`src/rtl/rfd_pkg.sv`:
```
package rfd_pkg;

    // Frame format.
    localparam logic [7:0] START_BYTE   = 8'h01;
    localparam int         BUF_DEPTH    = 32;
    localparam int         ADDR_W       = $clog2(BUF_DEPTH);
    localparam int         LEN_W        = 6;
    localparam int         HDR_CNT_W    = 3;

    // Header byte positions after the start byte.
    localparam logic [HDR_CNT_W-1:0] HDR_ID_HI   = 3'd0;
    localparam logic [HDR_CNT_W-1:0] HDR_ID_LO   = 3'd1;
    localparam logic [HDR_CNT_W-1:0] HDR_LEN_HI  = 3'd2;
    localparam logic [HDR_CNT_W-1:0] HDR_LEN_LO  = 3'd3;
    localparam logic [HDR_CNT_W-1:0] HDR_TYPE_HI = 3'd4;
    localparam logic [HDR_CNT_W-1:0] HDR_TYPE_LO = 3'd5;
    localparam logic [HDR_CNT_W-1:0] HDR_LAST    = 3'd6;

    // Reset value of the length limit register.
    localparam logic [LEN_W-1:0] MAX_LEN_RESET = 6'd20;

    // Output beat packing.
    localparam int OUT_DATA_W = 56;
    localparam int OUT_USER_W = 2;

    // Frame handed from the parser to the emitter once the checksum beat is registered.
    typedef struct packed {
        logic             start;
        logic [15:0]      frame_id;
        logic [15:0]      msg_type;
        logic [LEN_W-1:0] len;
        logic             ok;
    } frame_info_t;

endpackage

```
`src/rtl/rfd_payload_ram.sv`:
```
module rfd_payload_ram #(
    parameter int DEPTH = 32,
    parameter int WIDTH = 8
) (
    input  logic                     clk,
    input  logic                     wr_en,
    input  logic [$clog2(DEPTH)-1:0] wr_addr,
    input  logic [WIDTH-1:0]         wr_data,
    input  logic                     rd_en,
    input  logic [$clog2(DEPTH)-1:0] rd_addr,
    output logic [WIDTH-1:0]         rd_data
);

    logic [WIDTH-1:0] mem [DEPTH];

    // One write port and one registered read port.
    always_ff @(posedge clk)
    begin
        if (wr_en)
        begin
            mem[wr_addr] <= wr_data;
        end
        if (rd_en)
        begin
            rd_data <= mem[rd_addr];
        end
    end

endmodule

```
`src/rtl/rfd_parser.sv`:
```
module rfd_parser
    import rfd_pkg::*;
(
    input  logic              clk,
    input  logic              rst_n,
    input  logic              in_valid,
    output logic              in_ready,
    input  logic [7:0]        in_byte,
    input  logic [LEN_W-1:0]  max_length,
    input  logic              emit_busy,
    output logic              wr_en,
    output logic [ADDR_W-1:0] wr_addr,
    output logic [7:0]        wr_data,
    output frame_info_t       info
);

    typedef enum logic [1:0] {P_HUNT, P_HEADER, P_PAYLOAD, P_CHECK} pstate_t;

    pstate_t                state_reg;
    logic [HDR_CNT_W-1:0]   hdr_cnt_reg;
    logic [15:0]            id_reg;
    logic [15:0]            len_reg;
    logic [15:0]            type_reg;
    logic [LEN_W-1:0]       pay_cnt_reg;
    logic [7:0]             xor_reg;
    logic                   start_reg;
    logic                   ok_reg;
    logic                   accept;
    logic                   len_ok;
    logic [LEN_W-1:0]       pay_cnt_next;

    // Input is held off while a frame is being emitted.
    assign in_ready = !(emit_busy || start_reg);
    assign accept   = in_valid && in_ready;

    assign len_ok = (len_reg <= {{(16-LEN_W){1'b0}}, max_length})
                 && (len_reg <= 16'(BUF_DEPTH));
    assign pay_cnt_next = pay_cnt_reg + 1'b1;

    // Payload bytes go straight into the buffer.
    assign wr_en   = accept && (state_reg == P_PAYLOAD);
    assign wr_addr = pay_cnt_reg[ADDR_W-1:0];
    assign wr_data = in_byte;

    assign info.start    = start_reg;
    assign info.frame_id = id_reg;
    assign info.msg_type = type_reg;
    assign info.len      = len_reg[LEN_W-1:0];
    assign info.ok       = ok_reg;

    // Frame state machine.
    always_ff @(posedge clk or negedge rst_n)
    begin
        if (!rst_n)
        begin
            state_reg   <= P_HUNT;
            hdr_cnt_reg <= '0;
            id_reg      <= '0;
            len_reg     <= '0;
            type_reg    <= '0;
            pay_cnt_reg <= '0;
            xor_reg     <= '0;
            start_reg   <= 1'b0;
            ok_reg      <= 1'b0;
        end
        else
        begin
            // One-cycle pulse to the emitter after the checksum beat.
            start_reg <= accept && (state_reg == P_CHECK);
            if (accept)
            begin
                case (state_reg)
                    P_HUNT:
                    begin
                        if (in_byte == START_BYTE)
                        begin
                            state_reg   <= P_HEADER;
                            hdr_cnt_reg <= '0;
                            pay_cnt_reg <= '0;
                            xor_reg     <= '0;
                        end
                    end
                    P_HEADER:
                    begin
                        case (hdr_cnt_reg)
                            HDR_ID_HI:   id_reg[15:8]   <= in_byte;
                            HDR_ID_LO:   id_reg[7:0]    <= in_byte;
                            HDR_LEN_HI:  len_reg[15:8]  <= in_byte;
                            HDR_LEN_LO:  len_reg[7:0]   <= in_byte;
                            HDR_TYPE_HI: type_reg[15:8] <= in_byte;
                            HDR_TYPE_LO: type_reg[7:0]  <= in_byte;
                            default:     ;
                        endcase
                        // The last header byte is ignored; the length decides what follows.
                        if (hdr_cnt_reg == HDR_LAST)
                        begin
                            hdr_cnt_reg <= '0;
                            if (!len_ok)
                            begin
                                state_reg <= P_HUNT;
                            end
                            else if (len_reg == 16'd0)
                            begin
                                state_reg <= P_CHECK;
                            end
                            else
                            begin
                                state_reg <= P_PAYLOAD;
                            end
                        end
                        else
                        begin
                            hdr_cnt_reg <= hdr_cnt_reg + 1'b1;
                        end
                    end
                    P_PAYLOAD:
                    begin
                        xor_reg     <= xor_reg ^ in_byte;
                        pay_cnt_reg <= pay_cnt_next;
                        if ({{(16-LEN_W){1'b0}}, pay_cnt_next} >= len_reg)
                        begin
                            state_reg <= P_CHECK;
                        end
                    end
                    P_CHECK:
                    begin
                        // Checksum beat: compare and hand the frame to the emitter.
                        ok_reg      <= (in_byte == ~xor_reg);
                        state_reg   <= P_HUNT;
                        pay_cnt_reg <= '0;
                        xor_reg     <= '0;
                    end
                    default:
                    begin
                        state_reg <= P_HUNT;
                    end
                endcase
            end
        end
    end

endmodule

```
`src/rtl/rfd_emitter.sv`:
```
module rfd_emitter
    import rfd_pkg::*;
(
    input  logic              clk,
    input  logic              rst_n,
    input  frame_info_t       info,
    output logic              busy,
    output logic              rd_en,
    output logic [ADDR_W-1:0] rd_addr,
    input  logic [7:0]        rd_data,
    output logic              out_valid,
    input  logic              out_ready,
    output logic [15:0]       frame_id,
    output logic [15:0]       msg_type,
    output logic [LEN_W-1:0]  payload_length,
    output logic [ADDR_W-1:0] byte_index,
    output logic [7:0]        payload_byte,
    output logic              has_byte,
    output logic              checksum_ok,
    output logic              last
);

    typedef enum logic [1:0] {E_IDLE, E_READ, E_LOAD, E_HOLD} estate_t;

    estate_t           state_reg;
    logic [ADDR_W-1:0] idx_reg;
    logic [15:0]       id_reg;
    logic [15:0]       type_reg;
    logic [LEN_W-1:0]  len_reg;
    logic              ok_reg;
    logic              out_valid_reg;
    logic [7:0]        byte_reg;
    logic              has_reg;
    logic              last_reg;
    logic              is_last;

    assign busy    = (state_reg != E_IDLE);
    assign rd_en   = (state_reg == E_READ);
    assign rd_addr = idx_reg;

    // Final beat of the frame: the only beat of an empty frame.
    assign is_last = (len_reg == '0)
                  || (({{(LEN_W-ADDR_W){1'b0}}, idx_reg} + 1'b1) == len_reg);

    assign out_valid      = out_valid_reg;
    assign frame_id       = id_reg;
    assign msg_type       = type_reg;
    assign payload_length = len_reg;
    assign byte_index     = idx_reg;
    assign payload_byte   = byte_reg;
    assign has_byte       = has_reg;
    assign checksum_ok    = ok_reg;
    assign last           = last_reg;

    // Read sequencer: one buffer read per output beat.
    always_ff @(posedge clk or negedge rst_n)
    begin
        if (!rst_n)
        begin
            state_reg     <= E_IDLE;
            idx_reg       <= '0;
            id_reg        <= '0;
            type_reg      <= '0;
            len_reg       <= '0;
            ok_reg        <= 1'b0;
            out_valid_reg <= 1'b0;
            byte_reg      <= '0;
            has_reg       <= 1'b0;
            last_reg      <= 1'b0;
        end
        else
        begin
            case (state_reg)
                E_IDLE:
                begin
                    if (info.start)
                    begin
                        id_reg    <= info.frame_id;
                        type_reg  <= info.msg_type;
                        len_reg   <= info.len;
                        ok_reg    <= info.ok;
                        idx_reg   <= '0;
                        state_reg <= E_READ;
                    end
                end
                E_READ:
                begin
                    state_reg <= E_LOAD;
                end
                E_LOAD:
                begin
                    // An empty frame never wrote the buffer, so its byte is forced to zero.
                    has_reg       <= (len_reg != '0);
                    byte_reg      <= (len_reg != '0) ? rd_data : 8'd0;
                    last_reg      <= is_last;
                    out_valid_reg <= 1'b1;
                    state_reg     <= E_HOLD;
                end
                E_HOLD:
                begin
                    if (out_ready)
                    begin
                        out_valid_reg <= 1'b0;
                        if (last_reg)
                        begin
                            state_reg <= E_IDLE;
                        end
                        else
                        begin
                            idx_reg   <= idx_reg + 1'b1;
                            state_reg <= E_READ;
                        end
                    end
                end
                default:
                begin
                    state_reg <= E_IDLE;
                end
            endcase
        end
    end

endmodule

```
`src/rtl/radar_frame_deframer_unit.sv`:
```
// Serial frame deframer. Each input beat carries one received byte. The block hunts for
// the start byte 0x01, takes seven header bytes (big-endian id, length and type, the
// seventh byte unused), buffers the payload and checks the trailing checksum byte against
// the inverted XOR of the payload. Frames longer than max_length (or 32) are dropped
// without output. After the checksum beat the block emits one output beat per payload byte,
// or a single beat with has_byte low for an empty frame. Rate: while a frame is being
// parsed one input beat is taken per cycle; after the checksum beat input stalls while
// the frame is emitted: each output beat needs a read of the payload RAM, the registered
// read data and a load of the output register, and holds until the sink is ready.
// max_length may be written at any time the block is idle; it resets to 20.
module radar_frame_deframer_unit
    import rfd_pkg::*;
(
    input  logic                  clk,
    input  logic                  rst_n,
    // Configuration: max_length.
    input  logic                  cfg_valid,
    output logic                  cfg_ready,
    input  logic [LEN_W-1:0]      cfg_data,
    // Input stream.
    input  logic                  s_axis_tvalid,
    output logic                  s_axis_tready,
    input  logic [7:0]            s_axis_tdata,   // [7:0] rx_byte
    // Output stream.
    output logic                  m_axis_tvalid,
    input  logic                  m_axis_tready,
    // [15:0] frame_id, [31:16] msg_type, [37:32] payload_length, [42:38] byte_index,
    // [50:43] payload_byte, [55:51] zero
    output logic [OUT_DATA_W-1:0] m_axis_tdata,
    output logic [OUT_USER_W-1:0] m_axis_tuser,   // [0] has_byte, [1] checksum_ok
    output logic                  m_axis_tlast
);

    logic [LEN_W-1:0]  max_length_reg;
    logic              emit_busy;
    frame_info_t       info;
    logic              wr_en;
    logic [ADDR_W-1:0] wr_addr;
    logic [7:0]        wr_data;
    logic              rd_en;
    logic [ADDR_W-1:0] rd_addr;
    logic [7:0]        rd_data;
    logic [15:0]       frame_id;
    logic [15:0]       msg_type;
    logic [LEN_W-1:0]  payload_length;
    logic [ADDR_W-1:0] byte_index;
    logic [7:0]        payload_byte;
    logic              has_byte;
    logic              checksum_ok;

    // Length limit register; writes are always taken.
    assign cfg_ready = 1'b1;

    always_ff @(posedge clk or negedge rst_n)
    begin
        if (!rst_n)
        begin
            max_length_reg <= MAX_LEN_RESET;
        end
        else if (cfg_valid && cfg_ready)
        begin
            max_length_reg <= cfg_data;
        end
    end

    rfd_parser u_parser (
        .clk        (clk),
        .rst_n      (rst_n),
        .in_valid   (s_axis_tvalid),
        .in_ready   (s_axis_tready),
        .in_byte    (s_axis_tdata),
        .max_length (max_length_reg),
        .emit_busy  (emit_busy),
        .wr_en      (wr_en),
        .wr_addr    (wr_addr),
        .wr_data    (wr_data),
        .info       (info)
    );

    rfd_payload_ram #(
        .DEPTH (BUF_DEPTH),
        .WIDTH (8)
    ) u_ram (
        .clk     (clk),
        .wr_en   (wr_en),
        .wr_addr (wr_addr),
        .wr_data (wr_data),
        .rd_en   (rd_en),
        .rd_addr (rd_addr),
        .rd_data (rd_data)
    );

    rfd_emitter u_emitter (
        .clk            (clk),
        .rst_n          (rst_n),
        .info           (info),
        .busy           (emit_busy),
        .rd_en          (rd_en),
        .rd_addr        (rd_addr),
        .rd_data        (rd_data),
        .out_valid      (m_axis_tvalid),
        .out_ready      (m_axis_tready),
        .frame_id       (frame_id),
        .msg_type       (msg_type),
        .payload_length (payload_length),
        .byte_index     (byte_index),
        .payload_byte   (payload_byte),
        .has_byte       (has_byte),
        .checksum_ok    (checksum_ok),
        .last           (m_axis_tlast)
    );

    // Output beat packing.
    assign m_axis_tdata = {5'd0, payload_byte, byte_index, payload_length, msg_type, frame_id};
    assign m_axis_tuser = {checksum_ok, has_byte};

endmodule

```
`config.mk`:
```
export PLATFORM = sky130hd
export DESIGN_NAME = radar_frame_deframer_unit
export DESIGN_NICKNAME = d
export VERILOG_FILES = /design/src/rtl/rfd_pkg.sv /design/src/rtl/rfd_payload_ram.sv /design/src/rtl/rfd_parser.sv /design/src/rtl/rfd_emitter.sv /design/src/rtl/radar_frame_deframer_unit.sv
export SDC_FILE = /design/constraint.sdc
export NUM_CORES = 1
export LEC_CHECK = 0
export ABC_CLOCK_PERIOD_IN_PS = 2500
export BUFFER_PORTS_ARGS = -buffer_cell sky130_fd_sc_hd__buf_2
export CAP_MARGIN = 20
export CORE_ASPECT_RATIO = 1.1
export CORE_MARGIN = 1
export CORE_UTILIZATION = 50
export CTS_CLUSTER_DIAMETER = 40
export DETAILED_ROUTE_END_ITERATION = 7
export GPL_TIMING_DRIVEN = 0
export PLACE_DENSITY = 0.67
export SYNTH_ARGS = -nofsm -noshare
export SYNTH_HDL_FRONTEND = slang
export SYNTH_SLANG_ARGS = --single-unit
```
`constraint.sdc`:
```
create_clock -name clk -period 2.5 [get_ports clk]
set_input_delay 0.125 -clock clk [delete_from_list [all_inputs] [get_ports clk]]
set_output_delay 0.125 -clock clk [all_outputs]
set_load 0.01 [all_outputs]
```
# == Word-level counts from Yosys, hierarchy flattened ==
# Memory sizes are Yosys's and may differ from the RTL's. A register that Yosys moved wholly into a read port is not among the register bits.
# Index checks and enable logic that the tools add are counted.
# totals
reg_bits,132
latch_bits,0
ramBits,256
mem_bits_ro,0
out_inout_bits,62
memories,1
# op_classes
add_sub_neg,4
multipliers,0
div,0
magnitude_cmp,3
n_eq_ne,21
n_shift,0
muxes,26
n_bitwise,2
n_reduce_logical,32
# mem_list
memory,depth,word_bits,rd,rd_clocked_by_memory_dff,write_ports,line,text
u_ram.mem,32,8,1,1,1,rfd_payload_ram.sv:14,logic [WIDTH-1:0] mem [DEPTH];
# op_table
operator,count
case mux 8 bit (3 select lines),1
AND reduction 3 bit,8
case mux 6 bit (3 select lines),1
>= comparator 6 x 16 -> 1 bit,1
<= comparator 16 x 6 -> 1 bit,1
<= comparator 16 x 6 -> 1 bit (second input constant),1
logical NOT 16 bit,1
2-to-1 mux 8 bit,2
case mux 2 bit (4 select lines),2
2-to-1 mux 5 bit,3
2-to-1 mux 2 bit,6
case mux 5 bit (2 select lines),1
== test 3 bit (second input constant),3
== test 2 bit (second input constant),4
== test 8 x 1 -> 1 bit (second input constant),1
== test 8 bit,1
NOT 8 bit,1
AND reduction 2 bit,4
AND reduction 4 bit,2
nonzero test 2 bit,4
XOR 8 bit,1
adder 5 x 1 -> 6 bit (second input constant),1
adder 6 x 1 -> 6 bit (second input constant),1
== test 3 x 2 -> 1 bit (second input constant),2
20 further kinds,35

# == Depth between registers and ports, before layout ==
# Gate-level depths: netlist of run 1.
# logic_depth
ltp_word,7
depth_mapped,9

# == Hierarchy ==
# From an unflattened synthesis of run 1, not the netlist that was laid out.
# hier_totals
hier_cells,941
area_unflattened_um2,16478.3
# by_module_without_submodules
module,n_inst,cells_each,area_per_inst_um2,seq_area_each_um2
rfd_payload_ram,1,417,10133.5,7927.6
rfd_parser,1,307,3527.1,1726.7
rfd_emitter,1,194,2496.1,1426.4
radar_frame_deframer_unit,1,23,321.6,152.6

# == Least setup slack after synthesis of run 1 ==
# Ideal clock, no wire load.
# synth_timing
kind,register to register
from,reg u_emitter.state_reg[0]
to,"mem u_ram.mem[11][0], enable pin"
arrival_time_ns,1.817
path_slack_ns,0.313
path_stages_with_launch,9
synth_period_minus_slack_ns,2.187
path_cell_list,dfrtp_1 -> inv_1 -> ha_1 -> nand2b_4 -> inv_2 -> nand2_4 -> nor3_2 -> nand2_1 -> nor2_1
# synth_between
elab_chain_len,7
# synth_rtl
element,line,text
from (decl),rfd_emitter.sv:25,estate_t state_reg;
from (signal assigned),rfd_emitter.sv:60,state_reg <= E_IDLE;
from (signal assigned),rfd_emitter.sv:83,state_reg <= E_READ;
from (signal assigned),rfd_emitter.sv:88,state_reg <= E_LOAD;
nonzero test 2 bit,rfd_emitter.sv:37,assign busy = (state_reg != E_IDLE);
logical OR 1 bit,rfd_parser.sv:33,assign in_ready = !(emit_busy || start_reg);
logical NOT 1 bit,rfd_parser.sv:33,
net s_axis_tready,radar_frame_deframer_unit.sv:22,"output logic s_axis_tready,"
logical AND 1 bit,rfd_parser.sv:34,assign accept = in_valid && in_ready;
logical AND 1 bit,rfd_parser.sv:41,assign wr_en = accept && (state_reg == P_PAYLOAD);
2-to-1 mux 1 bit,rfd_payload_ram.sv:19,if (wr_en)
2-to-1 mux 1 bit (not written as such),rfd_payload_ram.sv:21,mem[wr_addr] <= wr_data;
to (decl),rfd_payload_ram.sv:14,
# The timed path passes the listed nets, and every way through them passes these cells.

==> key figures, run 1 <==
Setup path
  – CP Capture Type: register
  – RR Startpoint: u_emitter.byte_index[1]
  – Crit start category: register
  – WP data required: 2.71 ns
  – Critical path type: register to register
  – CP arrival: 2.67 ns
  – Setup slack, reg-to-reg: 0.04 ns
  – Reg-to-Reg End: u_ram.rd_data[5]
  – Reg2reg path depth: 6
  – Crit path max fanout: 10
  – Origin of the worst setup path: u_emitter.byte_index[1]

Yosys
  – Post-synth top area share: 0.4841
  – Cells after Synth: 1,039
  – Syn avg cell area: 15.76 µm²
  – Register area share after synthesis: 0.6860
  – Post-synth EDFFs: 264
  – Distinct cells, synth: 62
  – Yosys reg bits: 396
  – Synth Flop Type: edfxtp_1
  – Synth area leaders: edfxtp_1 48%, dfrtp_1 20%, mux2_2 5.3%, mux4_2 4.4%, mux2i_1 4.1%
  – Synth warn: 0
  – FFs w/ async S/R, synth: 0.3333
  – Synthesized area: 16,380 µm²
  – Synth area leader: edfxtp_1

Drt
  – WL/cell: around 22 µm
  – DR vias/cell: about 5.6
  – Routed wire length: about 36 mm
  – Vias: 9,194
  – DRT iter0 DRCs: 676
  – Post-route DRC: 0
  – Antenna viol nets, final: 0
  – Router iterations before antenna repair: 5

Global routing
  – Met2 usage: 0.3734
  – Met1 Usage GRT: 0.2853
  – Met3 usage: 0.03979
  – Initial antenna violation count: 0
  – GRT busiest layer: met2
  – Global-route wire length before repair: approximately 55 mm
  – Number of global-route vias before repair: 9,169
  – Total GRT Usage: 0.2226
  – Pin count of the biggest net entering global routing: 80
  – Total grt overflow: 0

Floorplan
  – Die height: 191.8 µm
  – Num rows: 69
  – Die W: 174.6 µm
  – Core region area: 32,290 µm²
  – IO Pins: 81
  – Die area: about 33,000 µm²
  – Initial core utilization: 0.5072

Cells and area
  – Diode count: 0
  – Share of cells above drive strength 1: 0.2975
  – Finished Cell Area: 19,260 µm²
  – Reg with most FFs: u_ram.mem
  – Reg area: 11,230 µm²
  – Final cell count without fillers: between 1,500 and 2,000
  – Max reg flops: 256
  – Fillcell total: around 2,400
  – Multi-input logic area: between 4000 and 5000 µm²
  – Area growth, synth to finish: 17.60%
  – # nets final: approximately 1,200

Min path
  – Hold_sp: cfg_valid
  – Min-Delay Path Class: input port to register
  – Hold depth: 4
  – Min-Delay Endpoint: max_length_reg[4]

Power
  – Max VDD drop: 0.7623 mV
  – Pwr per Cell Area: 967.2 nW/µm²
  – Leak: 7.361 nW

Clock tree
  – Sink Count: 396
  – Root buffer cell: clkbuf_16
  – CTS clk-pin slew, worst paths: 0.06 ns
  – Clock Latency Late Sink: 0.56 ns
  – CTS tree: yes
  – CTS Buf Count: 45
  – H-tree levels: 2
  – Longest Clk Path Bufs: 3

Timing
  – Worst Clk Skew: 0.02354 ns
  – Fin. Hold Viols: 0
  – Final setup TNS: 0 ns
  – # setup viols final: 0
  – Final-report max-slew violation count: 0
  – Hold Slack: 0.03532 ns
  – Final worst path period share: 0.9825
  – Worst-Margin Slew: a little over 0.7 ns
  – Clock period minus worst slack: 2.456 ns
  – Rel. slew slack: 0.5191
  – Peak Freq: between 0.4 and 0.5 GHz
  – RSZ-0062 raised after global routing: no

Run status
  – Outcome: complete, no violations

Placement
  – PortBufs: 74
  – Placed Cells: 1,544
  – RD Place Congestion: 0.8750
  – Area after DPL: 17,330 µm²
  – Detailed placement HPWL: 23.40 mm

Run
  – MaxCap Viol Count: 0
how the worst max path moves through the flow:
stage	cells past startpoint	end	slack [ns]
floorplan	8	u_ram.mem[11][0]	0.31
global placement	1	max_length_reg[0]	-0.52
finish	6	u_ram.rd_data[5]	0.04
detailed placement	8	u_ram.mem[19][0]	-0.48
global route	9	u_ram.mem[12][6]	0.008
CTS	9	u_parser.state_reg[0]	0.02
stage by stage:
stage               worst slack, ns  power, mW  utilization
floorplan                    0.3133      10.90            -
global placement            -0.5223      11.97       0.5356
detailed placement          -0.4812      12.08       0.5367
CTS                         0.01768      18.75       0.5963
global route               0.008252      19.42       0.5964
finish                      0.04364      18.62       0.5964
synth_stat cells (23+ instances only):
cell type,number
dfrtp_1,130
mux4_2,32
o21ai_0,39
mux2_2,77
nand2_1,42
nor2_1,63
nand3_1,27
inv_1,31
edfxtp_1,264
ha_1,23
a22oi_1,48
mux2i_1,67
report_power, final:
group,internal [mW],switching [mW],total (mW)
sequential,7.79,0.465,8.25
combinational,1.72,2.01,3.74
clock,4.02,2.61,6.63
total,13.5,5.09,18.6
layout by cell type (no fill, tap or decap), drive strengths merged, types with 29 or more instances in the layout:
| cell type | n |
|---|---|
| a22oi | 48 |
| buf | 122 |
| clkbuf | 74 |
| dfrtp | 130 |
| edfxtp | 264 |
| inv | 37 |
| mux2 | 84 |
| mux2i | 67 |
| mux4 | 32 |
| nand2 | 46 |
| nand3 | 29 |
| nor2 | 64 |
| o21ai | 40 |
timing repair:
item / in CTS / in global routing
pin swaps: 1 / 0
gates resized for setup: 79 / 5
hold buffers: 9 / 0
endpoints found under the hold margin: 60 / 0
buffers inserted: 2 / 0
setup endpoints to repair: 264 / 4
critical path, cell delays in order, from the launching register on:
cell,delay (ns)
dfrtp_1,0.49
buf_4,0.25
nor2_1,0.47
buf_2,0.35
a22oi_1,0.15
nand3_1,0.16
nand4_1,0.25
metal layers:
metal  up-vias  part of all wire
met5         -                 0
met4         0             0.041
met3        78             0.058
met2       269              0.50
met1      4625              0.41
li1       4222                 -
cell type report:
cell class                      count  share of cell area
Sequential cell                   396              0.5833
Inverter                           32            0.006237
Multi-Input combinational cell    554              0.2582
Clock buffer                       59             0.06608
Clock inverter                     23             0.01286
Timing Repair Buffer               86             0.02709
Buffer                             60             0.01852
Tap cell                          426             0.02768
kinds of logic (layout without fill, tap and decap cells):
group	Yosys count	after routing	share of synthesized area
DFF	396	396	0.6860
other	2	6	0.0004586
muxes	183	183	0.1427
xor gates and xnor gates	16	16	0.008557
and+or+nand+nor	194	194	0.06365
adders and majority gates	23	23	0.01757
AOI/OAI and AO/OA	132	132	0.05257
buffers and inverters	93	260	0.02850
Note: power is estimated with default switching activity, not from simulation.
==> run 2, diff against run 1 <==
- SYNTH_HIERARCHICAL: not set -> 1
==> run 2 against run 1 <==
  * Global-route usage decreased by 1.4 points
  * First-iteration DRC count decreased by 8.0%
  * Final cell count decreased by 3.8%
  * Critical endpoint is now u_ram/rd_data[3]
  * Largest cell class unchanged
==> key figures, run 2 <==
Run status
  – Outcome: complete, no violations

Clock tree
  – CTS clk-pin slew, worst paths: 0.06 ns (about the same)
  – CTS tree: yes
  – Root buffer cell: clkbuf_16
  – Clock Latency Late Sink: 0.58 ns (+0.02 ns)
  – Longest Clk Path Bufs: 3 (unchanged)
  – H-tree levels: 2 (unchanged)
  – Sink Count: 396 (unchanged)
  – CTS Buf Count: 48 (+6.7%)

Drt
  – WL/cell: 21.60 µm (-2.6%)
  – Routed wire length: 34.00 mm (-6.3%)
  – DRT iter0 DRCs: 622 (-8.0%)
  – Router iterations before antenna repair: 5 (unchanged)
  – Antenna viol nets, final: 0 (unchanged)
  – Vias: 8,710 (-5.3%)
  – Post-route DRC: 0 (unchanged)
  – DR vias/cell: 5.534 (-1.5%)

Yosys
  – Synth Flop Type: edfxtp_1
  – Yosys reg bits: 396 (unchanged)
  – Synth area leaders: edfxtp_1 48%, dfrtp_1 20%, mux4_2 11%, mux2_2 6.6%, buf_4 1.8%
  – Synth cell count leaders: 264 x edfxtp_1, 130 x dfrtp_1, 96 x mux2_2
  – Syn avg cell area: 17.51 µm² (+11%)
  – Synth warn: 6 (+6)
  – FFs w/ async S/R, synth: 0.3333 (unchanged)
  – Most common cell in the netlist: edfxtp_1
  – Post-synth top area share: 0.4811 (-0.003014)
  – Synth area leader: edfxtp_1
  – Post-synth EDFFs: 264 (unchanged)
  – Synthesized area: 16,480 µm² (+0.63%)
  – Cells after Synth: 941 (-9.4%)
  – Distinct cells, synth: 65 (+4.8%)
  – Register area share after synthesis: 0.6817 (-0.004271)

Setup path
  – Crit-path slowest cell: mux4_2
  – Reg2reg path depth: 6 (unchanged)
  – WP data required: 2.81 ns (+0.10 ns)
  – CP arrival: 2.76 ns (+0.09 ns)
  – RR Startpoint: u_emitter/byte_index[0]
  – Reg-to-Reg End: u_ram/rd_data[3]
  – Worst setup endpoint: u_ram/rd_data[3]
  – Critical path type: register to register
  – Setup slack, reg-to-reg: 0.05 ns (about the same)
  – CP Capture Type: register
  – Origin of the worst setup path: u_emitter/byte_index[0]
  – Crit path max fanout: 11 (+1)
  – Crit-path cells: buf_4 -> buf_12 -> buf_16 -> mux4_2 -> mux4_2 -> mux2_4
  – Crit path largest cell delay: 0.55 ns (+0.06 ns)
  – Most numerous cell on the critical path: mux4_2
  – Crit start category: register

Global routing
  – Global-route wire length before repair: 52.64 mm (-3.6%)
  – Initial antenna violation count: 0 (unchanged)
  – Pin count of the biggest net entering global routing: 70 (-13%)
  – Total grt overflow: 0 (unchanged)
  – Number of global-route vias before repair: 9,097 (-0.79%)
  – Total GRT Usage: 0.2084 (-0.01416)

Timing
  – Worst-Margin Slew: 0.6820 ns (-0.03935 ns)
  – # setup viols final: 0 (unchanged)
  – Clock period minus worst slack: 2.453 ns (-0.002878 ns)
  – Final-report max-slew violation count: 0 (unchanged)
  – Peak Freq: 0.4076 GHz (+0.12%)
  – Final setup margin: 0.04652 ns (+0.002877 ns)
  – Final worst path period share: 0.9814 (-0.001151)
  – Rel. slew slack: 0.5454 (+0.02623)
  – Worst Clk Skew: 0.02676 ns (+0.003228 ns)
  – Fin. Hold Viols: 0 (unchanged)

Floorplan
  – Core region area: 32,370 µm² (+0.27%)
  – Initial core utilization: 0.5090 (+0.001817)
  – Num rows: 69 (unchanged)
  – Die W: 175.1 µm (+0.31%)
  – IO Pins: 81 (unchanged)
  – Die area: 33,690 µm² (+0.62%)
  – Die height: 192.4 µm (+0.31%)

Power
  – P_sw: 5.689 mW (+12%)
  – Sw frac: 0.2803 (+0.007274)
  – Max VDD drop: 0.6308 mV (-17%)
  – Pwr per Cell Area: 1018 nW/µm² (+5.2%)
  – Clock group share of total power: 0.342 (-0.014)
  – Comb pwr share: 0.247 (+0.046)
  – Internal power: 14.60 mW (+7.9%)
  – Sequential fraction of design power: 0.411 (-0.032)
  – Leak: 7.571 nW (+2.8%)

Cells and area
  – Reg area: 11,240 µm² (about the same)
  – Final core area utilization: 0.6159 (+0.01951)
  – Area growth, synth to finish: 21.01%
  – Commonest cells after routing, fill and taps aside: 264 x edfxtp_1, 128 x dfrtp_1, 93 x mux2_2
  – Multi-input logic area: 4947 µm² (-0.50%)
  – Max reg flops: 256 (unchanged)
  – Commonest non-fill, non-tap cell in the layout: edfxtp_1
  – # nets final: 1,147 (-5.8%)
  – Diode count: 0 (unchanged)
  – Reg with most FFs: u_ram/mem
  – Fillcell total: 2,354 (-3.8%)
  – Share of cells above drive strength 1: 0.4103 (+0.1128)

Run
  – MaxCap Viol Count: 0 (unchanged)

Placement
  – Pre-CTS setup slack: -0.7373 ns (-0.2562 ns)
  – PortBufs: 65 (-12%)
  – RD Place Congestion: 0.8444 (-3.5%)
  – Detailed placement HPWL: 22.31 mm (-4.7%)

Min path
  – Min-Delay Path Class: input port to register
## run 2: changes by cell type in the layout (fill, tap and decap cells not counted), moves of 17 or more
cell / delta
a22oi_1: -48
buf_2: -19
buf_4: +32
mux2i_1: -64
mux4_2: +48
nand3_1: -17
o21ai_0: -23
## run 2: how the worst min path moves through the flow
stage / from / endpoint / cells past startpoint
3_3_place_gp: cfg_data[4] / max_length_reg[4] / 2
3_5_place_dp: rst_n / u_emitter/payload_byte[5] / 1
2_1_floorplan: rst_n / max_length_reg[0] / 0
6_report: s_axis_tdata[3] / u_parser/xor_reg[3] / 3
5_1_grt: s_axis_tdata[3] / u_parser/xor_reg[3] / 3
4_1_cts: s_axis_tdata[3] / u_parser/xor_reg[3] / 3
## run 2: cells by family after synthesis
group,share of synthesized area
flip-flops,0.6817
AND/OR/NAND/NOR,0.04882
multiplexers,0.1843
adder cells (fa/ha/maj),0.01519
other,0.0004558
AO/OA/AOI/OAI,0.02506
XOR/XNOR,0.009036
buffers and inverters,0.03546
## run 2: metrics by stage
step / hold WS, ns / power, mW / instances / cell area [µm²] / TNS (ns)
floorplan: -0.1706 / 11.63 / 945 / 16590 / 0
global placement: 0.3573 / 12.93 / 1436 / 17450 / -210.83
detailed placement: 0.1689 / 13.05 / 1437 / 17490 / -158.46
CTS: 0.03138 / 20.29 / 1565 / 19820 / 0
global route: 0.08704 / 21.19 / 1574 / 19940 / -0.4197
finish: 0.05087 / 20.29 / 1574 / 19940 / 0
## run 2: routing by layer
| layer | global-route usage | up-vias | part of all wire |
|---|---|---|---|
| li1 | - | 3932 | - |
| met1 | 0.2744 | 4544 | 0.43 |
| met2 | 0.3533 | 189 | 0.50 |
| met3 | 0.04078 | 45 | 0.048 |
| met4 | 0.06054 | 0 | 0.022 |
| met5 | 0 | - | 0 |
## run 2: timing repair
item | 4_1_cts | 5_1_grt
setup endpoints to repair | 264 | 89
gates cloned | 0 | 1
buffers inserted | 17 | 8
pin swaps | 11 | 4
hold endpoints to repair | 364 | 0
gates resized for setup | 78 | 9
hold buffers | 23 | 0
## run 2: layout make-up
class / instances / share of cell area
Multi-Input combinational cell: 445 / 0.2481
Sequential cell: 396 / 0.5635
Clock inverter: 31 / 0.01763
Buffer: 74 / 0.02999
Timing Repair Buffer: 115 / 0.04524
Inverter: 28 / 0.005522
Clock buffer: 59 / 0.06331
Tap cell: 426 / 0.02673
## run 2: critical path: cells and delay by family (launching register included)
kind,cells,cell delay [ns]
muxes,3,1.39
buffers and inverters,3,0.44
DFF,1,0.35
## run 2: power by group through the flow
stage	clock, mW	sequential [mW]	combinational [mW]
2_1_floorplan	0	8.41	3.22
5_1_grt	7.31	8.44	5.44
4_1_cts	7.04	8.34	4.91
3_5_place_dp	0	8.49	4.56
6_report	6.94	8.34	5.02
3_3_place_gp	0	8.46	4.46
==> run 3, diff against run 2 <==
- PLACE_DENSITY: 0.67 -> 0.64
==> run 3 against run 2 <==
  * Setup slack got worse by 0.027 ns
  * Final cell count fell by 0.51%
  * Combinational power fell by 3%
==> key figures, run 3 (synthesized netlist as in run 2, its figures left out) <==
Placement
  – Area after DPL: 17,490 µm² (unchanged)
  – Detailed placement HPWL: 22.21 mm (-0.41%)
  – Pre-CTS setup slack: -0.7111 ns (+0.02627 ns)
  – RD Place Congestion: 0.8040 (-4.8%)
  – PortBufs: 65 (unchanged)

Timing
  – # setup viols final: 0 (unchanged)
  – Worst-Margin Slew: 0.6684 ns (-0.01350 ns)
  – Peak Freq: 0.4032 GHz (-1.1%)
  – Final-report max-slew violation count: 0 (unchanged)
  – RSZ-0062 raised after global routing: yes
  – Clock period minus worst slack: 2.480 ns (+0.02662 ns)
  – Final setup margin: 0.01990 ns (-0.02662 ns)
  – Final worst path period share: 0.9920 (+0.01065)
  – Rel. slew slack: 0.5544 (+0.009003)
  – Fin. Hold Viols: 0 (unchanged)
  – Hold Slack: 0.009300 ns (-0.04157 ns)
  – Worst Clk Skew: 0.01633 ns (-0.01043 ns)

Drt
  – Routed wire length: 33.45 mm (-1.6%)
  – Antenna viol nets, final: 0 (unchanged)
  – DRT iter0 DRCs: 562 (-9.6%)
  – WL/cell: 21.36 µm (-1.1%)
  – DR vias/cell: 5.476 (-1.0%)
  – Router iterations before antenna repair: 5 (unchanged)
  – Vias: 8,575 (-1.5%)
  – Post-route DRC: 0 (unchanged)

Setup path
  – Crit-path cells: buf_4 -> buf_12 -> buf_8 -> mux4_2 -> mux4_2 -> mux2_2
  – Most numerous cell on the critical path: mux4_2
  – Crit path max fanout: 10 (-1)
  – Crit-path slowest cell: mux4_2
  – WP data required: 2.78 ns (-0.03 ns)
  – Critical path type: register to register
  – Crit start category: register
  – Top delay family on crit path: multiplexers
  – Critical path buffer and inverter count: 3 (unchanged)
  – CP arrival: 2.76 ns (about the same)
  – Crit path largest cell delay: 0.55 ns (about the same)
  – CP Capture Type: register

Power
  – Pwr per Cell Area: 1010 nW/µm² (-0.79%)
  – Total power: 20.03 mW (-1.3%)
  – Leak: 7.501 nW (-0.93%)
  – Max VDD drop: 0.6118 mV (-3.0%)

Floorplan
  – IO Pins: 81 (unchanged)
  – Die height: 192.4 µm (unchanged)
  – Num rows: 69 (unchanged)
  – Die area: 33,690 µm² (unchanged)
  – Initial core utilization: 0.5090 (unchanged)
  – Core region area: 32,370 µm² (unchanged)
  – Die W: 175.1 µm (unchanged)

Clock tree
  – Root buffer cell: clkbuf_16
  – Longest Clk Path Bufs: 3 (unchanged)
  – Sink Count: 396 (unchanged)
  – CTS tree: yes
  – CTS clk-pin slew, worst paths: 0.06 ns (about the same)
  – H-tree levels: 2 (unchanged)
  – CTS Buf Count: 47 (-2.1%)
  – Clock Latency Late Sink: 0.55 ns (-0.03 ns)

Global routing
  – Initial antenna violation count: 1 (+1)
  – Number of global-route vias before repair: 8,856 (-2.6%)
  – Total grt overflow: 0 (unchanged)
  – Total GRT Usage: 0.2067 (-0.001685)
  – Global-route wire length before repair: 51.90 mm (-1.4%)
  – Pin count of the biggest net entering global routing: 82 (+17%)

Cells and area
  – Final core area utilization: 0.6127 (-0.003208)
  – Share of cells above drive strength 1: 0.4100 (about the same)
  – Area growth, synth to finish: 20.38%
  – Finished Cell Area: 19,840 µm² (-0.52%)
  – Fillcell total: 2,408 (+2.3%)
  – Reg with most FFs: u_ram/mem
  – Commonest cells after routing, fill and taps aside: 264 x edfxtp_1, 128 x dfrtp_1, 95 x mux2_2
  – # nets final: 1,141 (-0.52%)
  – Commonest non-fill, non-tap cell in the layout: edfxtp_1
  – Reg area: 11,240 µm² (unchanged)
  – Max reg flops: 256 (unchanged)
  – Multi-input logic area: 4940 µm² (-0.15%)

Min path
  – Min-Delay Path Class: input port to register

Run
  – MaxCap Viol Count: 0 (unchanged)

Run status
  – Outcome: complete, no violations
[run 3: final timing paths]
check	from	to	slack [ns]	cells after the start
setup / recovery	u_emitter/byte_index[0]	u_ram/rd_data[3]	0.02	6
hold / removal	s_axis_tdata[0]	u_ram/mem[16][0]	0.009	1
setup reg to reg	u_emitter/byte_index[0]	u_ram/rd_data[3]	0.02	6
hold reg to reg	u_parser/xor_reg[4]	u_parser/xor_reg[4]	0.49	1
max in group asynchronous	rst_n	max_length_reg[2]	1.60	3
min in group asynchronous	rst_n	u_emitter/msg_type[10]	0.11	2
[run 3: through the flow]
step                cells  TNS (ns)
detailed placement   1437   -151.27
global placement     1436   -219.53
global route         1566  -0.08032
floorplan             945         0
finish               1566         0
CTS                  1563         0
[run 3: layout make-up]
| class | count | share of cell area |
|---|---|---|
| Antenna cell | 1 | 0.0001262 |
| Clock inverter | 32 | 0.01886 |
| Sequential cell | 396 | 0.5664 |
| Multi-Input combinational cell | 445 | 0.2490 |
| Timing Repair Buffer | 110 | 0.04371 |
| Inverter | 28 | 0.005551 |
| Tap cell | 426 | 0.02687 |
| Buffer | 74 | 0.02883 |
| Clock buffer | 54 | 0.06062 |
[run 3: timing repair]
item	4_1_cts	5_1_grt
endpoints found under the hold margin	182	0
setup buffers	18	2
endpoints found under the setup margin	264	72
pin swaps	9	3
hold buffers	23	0
gates resized for setup	79	5
cloned	1	0
[run 3: routing by layer]
metal | GRT usage | vias up | part of all wire
met3 | 0.03861 | 52 | 0.043
met1 | 0.2755 | 4437 | 0.43
met4 | 0.06221 | 0 | 0.022
met2 | 0.3474 | 165 | 0.50
met5 | 0 | - | 0
li1 | - | 3921 | -
[run 3: worst reg2reg max path, delay by kind of cell (launching register included)]
family                 cells  cell delay [ns]
buffers and inverters      3             0.44
flip-flops                 1             0.35
multiplexers               3             1.43
[run 3: power breakdown]
group	internal [mW]	switching, mW
sequential	7.80	0.531
combinational	2.58	2.30
clock	4.13	2.68
total	14.5	5.51
